## src/hdl/bff_pkg.sv

```systemverilog
package bff_pkg;

    localparam int WORD_BITS    = 64;
    localparam int SEL_W        = 6;
    localparam int IDX_W        = 12;
    localparam int CNT_W        = 13;
    localparam int CMP_W        = 17;
    localparam int MAX_BITS_DEF = 4096;

    localparam logic [CNT_W-1:0] BIT_COUNT_RESET = 13'd4096;

    typedef enum logic [1:0] {
        REQ_GET  = 2'd0,
        REQ_SET  = 2'd1,
        REQ_FLIP = 2'd2,
        REQ_FIND = 2'd3
    } req_t;

    typedef enum logic {
        UOP_SET  = 1'b0,
        UOP_FLIP = 1'b1
    } uop_t;

    typedef enum logic [2:0] {
        ST_CLEAR,
        ST_IDLE,
        ST_MODIFY,
        ST_SCAN,
        ST_HIT,
        ST_DONE
    } state_t;

    typedef struct packed {
        uop_t             op;
        logic [SEL_W-1:0] sel;
        logic             value;
        logic             invert;
    } uctl_t;

    typedef struct packed {
        logic             bit_val;
        logic             nonzero;
        logic [SEL_W-1:0] lsb;
    } ures_t;

endpackage

```

## src/hdl/bitmap_find_and_flip_store.sv

```systemverilog
// Channel  | Handshake            | Beat contents
// ---------+----------------------+------------------------------------------
// config   | cfg_wr_en            | cfg_wr_data: bit_count
// input    | s_valid / s_ready    | s_req_type, s_bit_index, s_value
// result   | m_valid / m_ready    | m_bit_value, m_found, m_found_index, m_status
//
// Get, set and flip read the map word, then do the read-modify-write in ST_MODIFY and
// load the result beat from ST_DONE; an out-of-range index goes straight to ST_DONE. A
// find reads one map word per cycle through the shared word unit, then on a hit flips
// the bit in ST_HIT before ST_DONE; s_ready rises with m_valid.
// After reset a clearing pass writes zero to every map word, with s_ready low. A stalled
// result beat does not block the next input beat; that item then waits at its end.
module bitmap_find_and_flip_store import bff_pkg::*; #(
    parameter int MAX_BITS = MAX_BITS_DEF
) (
    input  logic             aclk,
    input  logic             aresetn,
    input  logic             cfg_wr_en,
    input  logic [CNT_W-1:0] cfg_wr_data,
    input  logic             s_valid,
    output logic             s_ready,
    input  logic [1:0]       s_req_type,
    input  logic [IDX_W-1:0] s_bit_index,
    input  logic             s_value,
    output logic             m_valid,
    input  logic             m_ready,
    output logic             m_bit_value,
    output logic             m_found,
    output logic [IDX_W-1:0] m_found_index,
    output logic             m_status
);

    localparam int DEPTH = (MAX_BITS + WORD_BITS - 1) / WORD_BITS;
    localparam int AW    = (DEPTH > 1) ? $clog2(DEPTH) : 1;

    logic                 mem_we;
    logic [AW-1:0]        mem_waddr;
    logic [WORD_BITS-1:0] mem_wdata;
    logic [AW-1:0]        mem_raddr;
    logic [WORD_BITS-1:0] mem_rdata;
    logic [WORD_BITS-1:0] unit_word;
    logic [WORD_BITS-1:0] unit_mod_word;
    uctl_t                unit_ctl;
    ures_t                unit_res;

    bff_ctrl #(
        .MAX_BITS (MAX_BITS),
        .DEPTH    (DEPTH),
        .AW       (AW)
    ) u_ctrl (
        .aclk          (aclk),
        .aresetn       (aresetn),
        .cfg_wr_en     (cfg_wr_en),
        .cfg_wr_data   (cfg_wr_data),
        .s_valid       (s_valid),
        .s_ready       (s_ready),
        .s_req_type    (s_req_type),
        .s_bit_index   (s_bit_index),
        .s_value       (s_value),
        .m_valid       (m_valid),
        .m_ready       (m_ready),
        .m_bit_value   (m_bit_value),
        .m_found       (m_found),
        .m_found_index (m_found_index),
        .m_status      (m_status),
        .mem_we        (mem_we),
        .mem_waddr     (mem_waddr),
        .mem_wdata     (mem_wdata),
        .mem_raddr     (mem_raddr),
        .mem_rdata     (mem_rdata),
        .unit_word     (unit_word),
        .unit_ctl      (unit_ctl),
        .unit_mod_word (unit_mod_word),
        .unit_res      (unit_res)
    );

    bff_map_ram #(
        .DEPTH (DEPTH),
        .AW    (AW)
    ) u_ram (
        .aclk  (aclk),
        .we    (mem_we),
        .waddr (mem_waddr),
        .wdata (mem_wdata),
        .raddr (mem_raddr),
        .rdata (mem_rdata)
    );

    bff_word_unit u_unit (
        .word     (unit_word),
        .ctl      (unit_ctl),
        .mod_word (unit_mod_word),
        .res      (unit_res)
    );

endmodule

```

## src/hdl/bff_map_ram.sv

```systemverilog
module bff_map_ram import bff_pkg::*; #(
    parameter int DEPTH = MAX_BITS_DEF / WORD_BITS,
    parameter int AW    = 6
) (
    input  logic                 aclk,
    input  logic                 we,
    input  logic [AW-1:0]        waddr,
    input  logic [WORD_BITS-1:0] wdata,
    input  logic [AW-1:0]        raddr,
    output logic [WORD_BITS-1:0] rdata
);

    logic [WORD_BITS-1:0] mem [DEPTH];
    logic [WORD_BITS-1:0] rdata_reg;

    always_ff @(posedge aclk) begin
        if (we) begin
            mem[waddr] <= wdata;
        end
        rdata_reg <= mem[raddr];
    end

    assign rdata = rdata_reg;

endmodule

```

## src/hdl/bff_word_unit.sv

```systemverilog
module bff_word_unit import bff_pkg::*; (
    input  logic [WORD_BITS-1:0] word,
    input  uctl_t                ctl,
    output logic [WORD_BITS-1:0] mod_word,
    output ures_t                res
);

    localparam int GROUPS = WORD_BITS / 8;

    logic [WORD_BITS-1:0] mask;
    logic [WORD_BITS-1:0] norm;
    logic [GROUPS-1:0]    grp_nz;
    logic [2:0]           grp;
    logic [7:0]           grp_byte;
    logic [2:0]           bit_pos;

    assign mask = {{(WORD_BITS-1){1'b0}}, 1'b1} << ctl.sel;

    always_comb begin
        unique case (ctl.op)
            UOP_SET:  mod_word = (word & ~mask) | ({WORD_BITS{ctl.value}} & mask);
            UOP_FLIP: mod_word = word ^ mask;
            default:  mod_word = word;
        endcase
    end

    // Lowest matching bit: first the lowest nonzero byte, then the bit within it.
    assign norm = ctl.invert ? ~word : word;

    always_comb begin
        for (int g = 0; g < GROUPS; g++) begin
            grp_nz[g] = |norm[g*8 +: 8];
        end
        grp = 3'd0;
        for (int g = GROUPS - 1; g >= 0; g--) begin
            if (grp_nz[g]) begin
                grp = 3'(g);
            end
        end
        grp_byte = norm[{grp, 3'b000} +: 8];
        bit_pos = 3'd0;
        for (int b = 7; b >= 0; b--) begin
            if (grp_byte[b]) begin
                bit_pos = 3'(b);
            end
        end
    end

    assign res.bit_val = word[ctl.sel];
    assign res.nonzero = |grp_nz;
    assign res.lsb     = {grp, bit_pos};

endmodule

```

## src/hdl/bff_ctrl.sv

```systemverilog
module bff_ctrl import bff_pkg::*; #(
    parameter int MAX_BITS = MAX_BITS_DEF,
    parameter int DEPTH    = MAX_BITS_DEF / WORD_BITS,
    parameter int AW       = 6
) (
    input  logic                 aclk,
    input  logic                 aresetn,
    input  logic                 cfg_wr_en,
    input  logic [CNT_W-1:0]     cfg_wr_data,
    input  logic                 s_valid,
    output logic                 s_ready,
    input  logic [1:0]           s_req_type,
    input  logic [IDX_W-1:0]     s_bit_index,
    input  logic                 s_value,
    output logic                 m_valid,
    input  logic                 m_ready,
    output logic                 m_bit_value,
    output logic                 m_found,
    output logic [IDX_W-1:0]     m_found_index,
    output logic                 m_status,
    output logic                 mem_we,
    output logic [AW-1:0]        mem_waddr,
    output logic [WORD_BITS-1:0] mem_wdata,
    output logic [AW-1:0]        mem_raddr,
    input  logic [WORD_BITS-1:0] mem_rdata,
    output logic [WORD_BITS-1:0] unit_word,
    output uctl_t                unit_ctl,
    input  logic [WORD_BITS-1:0] unit_mod_word,
    input  ures_t                unit_res
);

    state_t               state_reg, state_next;
    logic [AW-1:0]        addr_reg, addr_next;
    logic [AW-1:0]        last_reg, last_next;
    req_t                 req_reg, req_next;
    logic [IDX_W-1:0]     idx_reg, idx_next;
    logic                 val_reg, val_next;
    logic [CNT_W-1:0]     cnt_reg, cnt_next;
    logic [WORD_BITS-1:0] hit_word_reg, hit_word_next;
    logic [SEL_W-1:0]     lsb_reg, lsb_next;
    logic                 res_bit_reg, res_bit_next;
    logic                 res_found_reg, res_found_next;
    logic [IDX_W-1:0]     res_index_reg, res_index_next;
    logic                 res_status_reg, res_status_next;
    logic                 m_valid_reg, m_valid_next;
    logic                 m_bit_reg, m_found_reg, m_status_reg;
    logic [IDX_W-1:0]     m_index_reg;
    logic                 load_out;
    logic [CNT_W-1:0]     bit_count_reg;
    logic [CNT_W-1:0]     cnt_eff;
    req_t                 s_req;
    logic [AW+SEL_W-1:0]  hit_pos;

    assign s_req = req_t'(s_req_type);

    // A count above the map's capacity acts as the capacity.
    assign cnt_eff = (CMP_W'(bit_count_reg) > CMP_W'(MAX_BITS)) ? CNT_W'(MAX_BITS)
                                                               : bit_count_reg;
    assign hit_pos = {addr_reg, lsb_reg};

    assign s_ready = (state_reg == ST_IDLE);

    always_comb begin
        state_next      = state_reg;
        addr_next       = addr_reg;
        last_next       = last_reg;
        req_next        = req_reg;
        idx_next        = idx_reg;
        val_next        = val_reg;
        cnt_next        = cnt_reg;
        hit_word_next   = hit_word_reg;
        lsb_next        = lsb_reg;
        res_bit_next    = res_bit_reg;
        res_found_next  = res_found_reg;
        res_index_next  = res_index_reg;
        res_status_next = res_status_reg;
        load_out        = 1'b0;
        mem_we          = 1'b0;
        mem_waddr       = addr_reg;
        mem_wdata       = unit_mod_word;
        mem_raddr       = addr_reg;
        unit_word       = mem_rdata;
        unit_ctl.op     = (req_reg == REQ_SET) ? UOP_SET : UOP_FLIP;
        unit_ctl.sel    = idx_reg[SEL_W-1:0];
        unit_ctl.value  = val_reg;
        unit_ctl.invert = ~val_reg;

        unique case (state_reg)
            ST_CLEAR: begin
                mem_we    = 1'b1;
                mem_wdata = '0;
                addr_next = addr_reg + 1'b1;
                if (addr_reg == AW'(DEPTH - 1)) begin
                    addr_next  = '0;
                    state_next = ST_IDLE;
                end
            end
            ST_IDLE: begin
                if (s_valid) begin
                    req_next        = s_req;
                    idx_next        = s_bit_index;
                    val_next        = s_value;
                    cnt_next        = cnt_eff;
                    res_bit_next    = 1'b0;
                    res_found_next  = 1'b0;
                    res_index_next  = '0;
                    res_status_next = 1'b0;
                    if (s_req == REQ_FIND) begin
                        addr_next = '0;
                        mem_raddr = '0;
                        last_next = AW'((cnt_eff - 1'b1) >> SEL_W);
                        state_next = (cnt_eff == '0) ? ST_DONE : ST_SCAN;
                    end else if (CNT_W'(s_bit_index) >= cnt_eff) begin
                        res_status_next = 1'b1;
                        state_next      = ST_DONE;
                    end else begin
                        addr_next  = AW'(s_bit_index >> SEL_W);
                        mem_raddr  = AW'(s_bit_index >> SEL_W);
                        state_next = ST_MODIFY;
                    end
                end
            end
            ST_MODIFY: begin
                mem_we       = (req_reg != REQ_GET);
                res_bit_next = (req_reg == REQ_GET) ? unit_res.bit_val : 1'b0;
                state_next   = ST_DONE;
            end
            ST_SCAN: begin
                // The read for the following word goes out while this one is tested.
                mem_raddr = addr_reg + 1'b1;
                if (unit_res.nonzero) begin
                    hit_word_next = mem_rdata;
                    lsb_next      = unit_res.lsb;
                    state_next    = ST_HIT;
                end else if (addr_reg == last_reg) begin
                    state_next = ST_DONE;
                end else begin
                    addr_next = addr_reg + 1'b1;
                end
            end
            ST_HIT: begin
                unit_word    = hit_word_reg;
                unit_ctl.op  = UOP_FLIP;
                unit_ctl.sel = lsb_reg;
                // The first match can lie past the count in the last word.
                if (CMP_W'(hit_pos) < CMP_W'(cnt_reg)) begin
                    mem_we         = 1'b1;
                    res_found_next = 1'b1;
                    res_index_next = IDX_W'(hit_pos);
                end
                state_next = ST_DONE;
            end
            ST_DONE: begin
                if (!m_valid_reg || m_ready) begin
                    load_out   = 1'b1;
                    state_next = ST_IDLE;
                end
            end
            default: begin
                state_next = ST_IDLE;
            end
        endcase

        if (load_out) begin
            m_valid_next = 1'b1;
        end else if (m_ready) begin
            m_valid_next = 1'b0;
        end else begin
            m_valid_next = m_valid_reg;
        end
    end

    always_ff @(posedge aclk) begin
        if (!aresetn) begin
            state_reg     <= ST_CLEAR;
            addr_reg      <= '0;
            m_valid_reg   <= 1'b0;
            bit_count_reg <= BIT_COUNT_RESET;
        end else begin
            state_reg   <= state_next;
            addr_reg    <= addr_next;
            m_valid_reg <= m_valid_next;
            if (cfg_wr_en) begin
                bit_count_reg <= cfg_wr_data;
            end
        end
    end

    always_ff @(posedge aclk) begin
        last_reg       <= last_next;
        req_reg        <= req_next;
        idx_reg        <= idx_next;
        val_reg        <= val_next;
        cnt_reg        <= cnt_next;
        hit_word_reg   <= hit_word_next;
        lsb_reg        <= lsb_next;
        res_bit_reg    <= res_bit_next;
        res_found_reg  <= res_found_next;
        res_index_reg  <= res_index_next;
        res_status_reg <= res_status_next;
        if (load_out) begin
            m_bit_reg    <= res_bit_reg;
            m_found_reg  <= res_found_reg;
            m_index_reg  <= res_index_reg;
            m_status_reg <= res_status_reg;
        end
    end

    assign m_valid       = m_valid_reg;
    assign m_bit_value   = m_bit_reg;
    assign m_found       = m_found_reg;
    assign m_found_index = m_index_reg;
    assign m_status      = m_status_reg;

endmodule

```

## config.mk

```make
export PLATFORM = sky130hd
export DESIGN_NAME = bitmap_find_and_flip_store
export DESIGN_NICKNAME = d
export VERILOG_FILES = /design/src/hdl/bff_pkg.sv /design/src/hdl/bitmap_find_and_flip_store.sv /design/src/hdl/bff_map_ram.sv /design/src/hdl/bff_word_unit.sv /design/src/hdl/bff_ctrl.sv
export SDC_FILE = /design/constraint.sdc
export NUM_CORES = 2
export LEC_CHECK = 0
export BUFFER_PORTS_ARGS = -buffer_cell sky130_fd_sc_hd__buf_2
export CAP_MARGIN = 20
export CELL_PAD_IN_SITES_DETAIL_PLACEMENT = 1
export CELL_PAD_IN_SITES_GLOBAL_PLACEMENT = 1
export CORE_AREA = 10 10 582 584
export DETAILED_ROUTE_END_ITERATION = 16
export DIE_AREA = 0 0 592 594
export PLACE_DENSITY = 0.75
export SYNTH_ARGS = -nofsm -noshare
export SYNTH_HDL_FRONTEND = slang
export SYNTH_SLANG_ARGS = --single-unit
```

## constraint.sdc

```tcl
create_clock -name aclk -period 8.5 [get_ports aclk]
set_clock_uncertainty 0.2 [all_clocks]
set_input_delay 0.425 -clock aclk [delete_from_list [all_inputs] [get_ports aclk]]
set_output_delay 0.425 -clock aclk [all_outputs]
set_load 0.01 [all_outputs]
```

---- Yosys cells after proc, flatten, opt, wreduce, memory -nomap -nowiden ----
Memories as Yosys holds them, arrays and structs flattened. A register that Yosys moved wholly into a read port is not among the register bits.
Index checks and enable logic that the tools add are counted.
storage, ports and cells
  bits in registers ....................... 151
  bits in writable memories ............... 4096
  bits of input ports ..................... 33
  output and inout port bits .............. 17
  logic and storage cells ................. 141
  memories kept ........................... 1
memory list
  name       depth  width  read ports  clocked after Yosys merged registers in  write ports  RTL line           source
  u_ram.mem  64     64     1           1                                        1            bff_map_ram.sv:13  logic [WORD_BITS-1:0] mem [DEPTH];
operators by class
  add/subtract/negate cells ............... 2
  order comparisons ....................... 4
  equal/unequal tests ..................... 16
  shift operators ......................... 2
  mux-type cells .......................... 58
  bitwise operators ....................... 7
  reductions and logical operators ........ 29
operators with widths
  operator                 number
  $mux W64                 3
  $and A64 B64 Y64         2
  $not A64 Y64             2
  $pmux W64 S2             1
  $or A64 B64 Y64          1
  $reduce_or A64 Y1        1
  $reduce_or A8 Y1         8
  $shiftx A64 B7 Y8        1
  $shl A1 B6 Y64 const A   1
  $xor A64 B64 Y64         1
  $mux W3                  20
  $mux W6                  6
  $mux W12                 2
  $pmux W12 S2             1
  $pmux W6 S3              1
  $pmux W3 S5              1
  $mux W1                  14
  $ge A12 B13 Y1           1
  $gt A13 B13 Y1 const B   1
  $logic_not A13 Y1        1
  $lt A12 B13 Y1           1
  $mux W13                 1
  $pmux W6 S2              1
  $sub A12 B1 Y12 const B  1
  other kinds (29)         45

---- Logic depth before layout (Yosys ltp) ----
  depth in word-level cells ............... 21
  gate-level depth with buffers ........... 24
  depth with buffers taken out ............ 20

---- Hierarchy ----
From an unflattened synthesis, not the netlist that was laid out.
unflattened totals
  cells, all modules ...................... 7685
  area, all modules ....................... 167413.1 um^2
modules (own cells, without submodules)
  module         instances  cells an instance  area an instance (um^2)  seq. area each (um^2)
  bff_map_ram    1          6598               156348.7                 124279.2
  bff_ctrl       1          610                7503.4                   4304.1
  bff_word_unit  1          477                3560.9                   0.0

---- Least setup slack after synthesis ----
Ideal clock, no wire load.
  path kind ............................... register to register
  start point ............................. register u_ctrl.lsb_reg[1]
  end point ............................... memory u_ram.mem[10][0] (enable)
  setup time .............................. 0.581 ns
  arrival ................................. 7.138 ns
  required time ........................... 7.719 ns
  slack ................................... 0.581 ns
  stages on the path, launching flop included .. 15
  buffers on the path ..................... 2
  period minus slack after synthesis ...... 7.919 ns
  path through ............................ edfxtp_1 > ha_1 > a21o_1 > a21o_1 > a21o_1 > a21o_1 > a21o_1 > a21o_1 > a21o_1 > a21oi_1 > o21a_1 > o21ai_0 > clkbuf_1 > clkbuf_1 > a211oi_1
on the way
  word-level cells in the longest chain between the ends .. 5
ends and longest elaborated chain
  element                        RTL line           source
  from (decl)                    bff_ctrl.sv:40     logic [SEL_W-1:0] lsb_reg, lsb_next;
  from (signal assigned)         bff_ctrl.sv:196    lsb_reg <= lsb_next;
  $lt A12 B13 Y1                 bff_ctrl.sv:146    if (CMP_W'(hit_pos) < CMP_W'(cnt_reg)) begin
  $mux W1                        bff_ctrl.sv:146
  $pmux W1 S3                    bff_ctrl.sv:88     unique case (state_reg)
  $mux W1                        bff_map_ram.sv:17  if (we) begin
  $mux W1 (implied by the code)  bff_map_ram.sv:18  mem[waddr] <= wdata;
  to (decl)                      bff_map_ram.sv:13
No other way between the ends.

---- Worst setup path in the final report ----
  start point ............................. register u_ctrl.bit_count_reg[2]
  end point ............................... register u_ram.rdata_reg[41], in the netlist u_ram.rdata[41], read port of u_ram.mem
on the way
  word-level cells in the longest chain between the ends .. 7
ends and longest elaborated chain
  element                 RTL line           source
  from (decl)             bff_ctrl.sv:49     logic [CNT_W-1:0] bit_count_reg;
  from (signal assigned)  bff_ctrl.sv:184    bit_count_reg <= cfg_wr_data;
  $gt A13 B13 Y1          bff_ctrl.sv:57     assign cnt_eff = (CMP_W'(bit_count_reg) > CMP_W'(MAX_BITS)) ? CNT_W'(MAX_BITS)
  $mux W13                bff_ctrl.sv:57
  via u_ctrl.cnt_eff[0]   bff_ctrl.sv:50     logic [CNT_W-1:0] cnt_eff;
  $ge A12 B13 Y1          bff_ctrl.sv:113    end else if (CNT_W'(s_bit_index) >= cnt_eff) begin
  $mux W6 (3 in series)   -
  $pmux W6 S2             bff_ctrl.sv:88
  to (decl)               bff_map_ram.sv:14  logic [WORD_BITS-1:0] rdata_reg;
The timed path passes the listed nets, and every way through them passes these cells.
A chain may end at the register's enable or synchronous reset.

==> impl_metrics.json <==
{
  "slowest_delay_ns": 1.14,
  "portBuffers": 49,
  "synthXorXnorAreaFrac_pct": 0.0580,
  "rrSetupSlack_ns": 1.05,
  "fin_ws_ns": 1.05,
  "postCtsSetupBuffers": 0,
  "ioPinCount": 50,
  "synthDistinctLibCells": 83,
  "core_sq_mm": 0.327,
  "post_synth.cell_area_avg_sq_um": 21.4,
  "nets": 8297,
  "largest_register_ffs": 4096,
  "drive_gt1_share_pct": 26.3,
  "synth_compound_area_share_pct": 4.10,
  "drt_iter0_drc": 15496,
  "ctsResizeCount": 0,
  "dieArea_sq_mm": 0.352,
  "area_growth_pct": 14.7,
  "dr.pass1.iters": 6,
  "final_cell_mix": "edfxtp_1, mux4_2, a22oi_1, clkbuf_16, buf_4",
  "reg2regPathDepth": 22,
  "yosysWarnings": 0,
  "timing.hold.ws_ns": 0.0941,
  "gp_congestion": 0.961,
  "synth_area_sq_mm": 0.166,
  "dpl.hpwl_um": 288000,
  "grt_max_degree": 116,
  "path_class": "register to register",
  "cellLeakagePower_nw": 59.9,
  "drc": 0,
  "synth_enable_flop_cells": 4224,
  "die_x_um": 592,
  "min_path_type": "primary input to register",
  "numCtsBuffers": 419,
  "grt_antenna_before_repair": 21,
  "fmax_mhz": 134,
  "rows": 210,
  "post-place-ws_ns": 1.26,
  "synthCells": 7766,
  "worst_pin_slew_ns": 1.30,
  "vias": 90753,
  "min_delay_path_depth": 2,
  "clk_latency_ns": 0.99,
  "cp_common_cell": "nand2_1",
  "totalWireLength_um": 532000,
  "ir_drop_v": 0.000278,
  "p_per_area_mw_per_mm2": 309,
  "cp_max_fo": 44,
  "die_h_um": 594,
  "crit_path_cell_trace": "nor4_1 -> nand2_1 -> or2_2 -> nor3_1 -> nand2_1 -> nand2_1 -> and2_1 -> ha_1 -> nand2b_1 -> a21o_1 -> a21oi_1 -> o21ai_1 -> a21boi_1 -> o211a_1 -> a221oi_4 -> buf_12 -> buf_12 -> buf_4 -> mux4_2 -> a22oi_1 -> nand4_1 -> or2_1",
  "cts_tree": "built",
  "required_ns": 9.15,
  "root_buffer": "clkbuf_16",
  "synth_ff_type": "edfxtp_1",
  "clkTransAtPathRegs_ns": 0.06,
  "syn_nets": 7823,
  "yosys.area_share.simple_pct": 2.72,
  "grt_usage_pct": 29.6,
  "clockBufferDepth": 4,
  "setup.worst_path.start_class": "register",
  "cts_sinks": 4311,
  "via_per_inst": 7.00,
  "setup_violations": 0,
  "initial_utilization_pct": 50.9,
  "grt.overflow.total": 0,
  "final-hold-violation-count": 0,
  "cap_violations": 0,
  "critPathCaptureType": "register",
  "slew_viol_final": 0,
  "htreeDepth": 5,
  "postSynth.asyncResetShare_pct": 0,
  "fin_setup_tns_ns": 0,
  "ys_ff_latch": 4311,
  "cts_hold_buf": 66,
  "synth_mux_area_share_pct": 14.3,
  "rsz0062_at_grt": "no",
  "grt_pass1_wl_um": 738000,
  "routedWlPerCell_um": 41.0,
  "yosysSeqAreaShare_pct": 77.4,
  "worst_path_max_delay_cell": "a221oi_4",
  "arrival_ns": 8.10,
  "grt_pass1_vias": 92438,
  "layout_commonest_cell": "edfxtp_1",
  "outcome": "finished, final reports clean",
  "synth_fa_ha_area_share_pct": 0.181,
  "period_needed_ns": 7.45,
  "synth_top_family_by_area": "multiplexers",
  "maxSlewHeadroom_pct": 13.7,
  "postRouteAntennaNets": 0,
  "fin_crit_sh_pct": 87.7
}
==> area by class of cell <==
cell class,count,area [sq um]
tap,4346,5440
antenna,10,25.0
multi-input combinational,2977,37000
clock inverter,250,2810
inverter,36,140
timing repair buffer,495,5150
sequential,4311,129000
clock buffer,536,11300
fill,27097,136000
==> worst paths after layout <==
check | endpoint | start
worst min-delay path | u_ctrl.req_reg[0] | s_req_type[0]
worst max-delay path | u_ram.rdata[41] | u_ctrl.bit_count_reg[2]
worst min register to register | u_ctrl.m_found_index[4] | u_ctrl.res_index_reg[4]
worst max register to register | u_ram.rdata[41] | u_ctrl.bit_count_reg[2]
==> synth_stat cells, types with 27 or more instances <==
library cell / number / area, sq um
edfxtp_1: 4224 / 127000
mux4_2: 1008 / 22700
a22oi_1: 515 / 3870
clkbuf_1: 259 / 972
nand2_1: 211 / 792
nor2_1: 187 / 702
nand4_1: 138 / 863
buf_2: 135 / 676
a21oi_1: 112 / 561
mux2i_1: 103 / 1030
nand3_1: 93 / 465
dfxtp_1: 87 / 1740
a211oi_1: 81 / 608
o21ai_0: 69 / 345
or2_1: 63 / 394
nor3_1: 45 / 225
buf_1: 40 / 150
inv_1: 32 / 120
and2_1: 29 / 181
nor2b_1: 27 / 169
==> cell families (layout without fill, tap and decap cells) <==
family,Yosys count,after routing
flops,4311,4311
other cells,0,10
buf+inv,478,1317
compound gates,943,943
mux,1115,1115
xor+xnor,11,11
fa+ha+maj,24,24
simple gates,884,884
==> power by group <==
part / switching (mW) / internal (mW) / total, mW
combinational: 7.93 / 5.77 / 13.7
clock: 8.18 / 11.0 / 19.2
sequential: 0.712 / 25.1 / 25.9
total: 16.8 / 42.0 / 58.8
==> through the flow <==
step                      util, %  cell area [sq um]  std cells  power [mW]
after detailed placement     53.5             175000      12063        39.6
after CTS                    58.1             190000      12915        58.7
after floorplan                 -             166000       7766        34.9
after global placement       53.5             175000      12053        39.0
after global routing         58.3             190000      12954        60.5
final                        58.3             190000      12961        58.8
==> routing by layer <==
metal	vias up	GRT usage, %	wire length, um
li1	33965	-	-
met1	48030	40.2	188000
met2	7268	45.3	248000
met3	1470	7.40	66200
met4	20	14.1	29300
met5	-	0	136
==> critical path, delay by kind of cell, from the launching register on <==
family	cells	cell delay (ns)
AOI/OAI and AO/OA	7	2.55
and+or+nand+nor	10	2.41
DFF	1	0.33
adders and majority gates	1	0.13
buffers and inverters	3	1.07
muxes	1	0.53
Note: power is estimated with default switching activity, not from simulation.
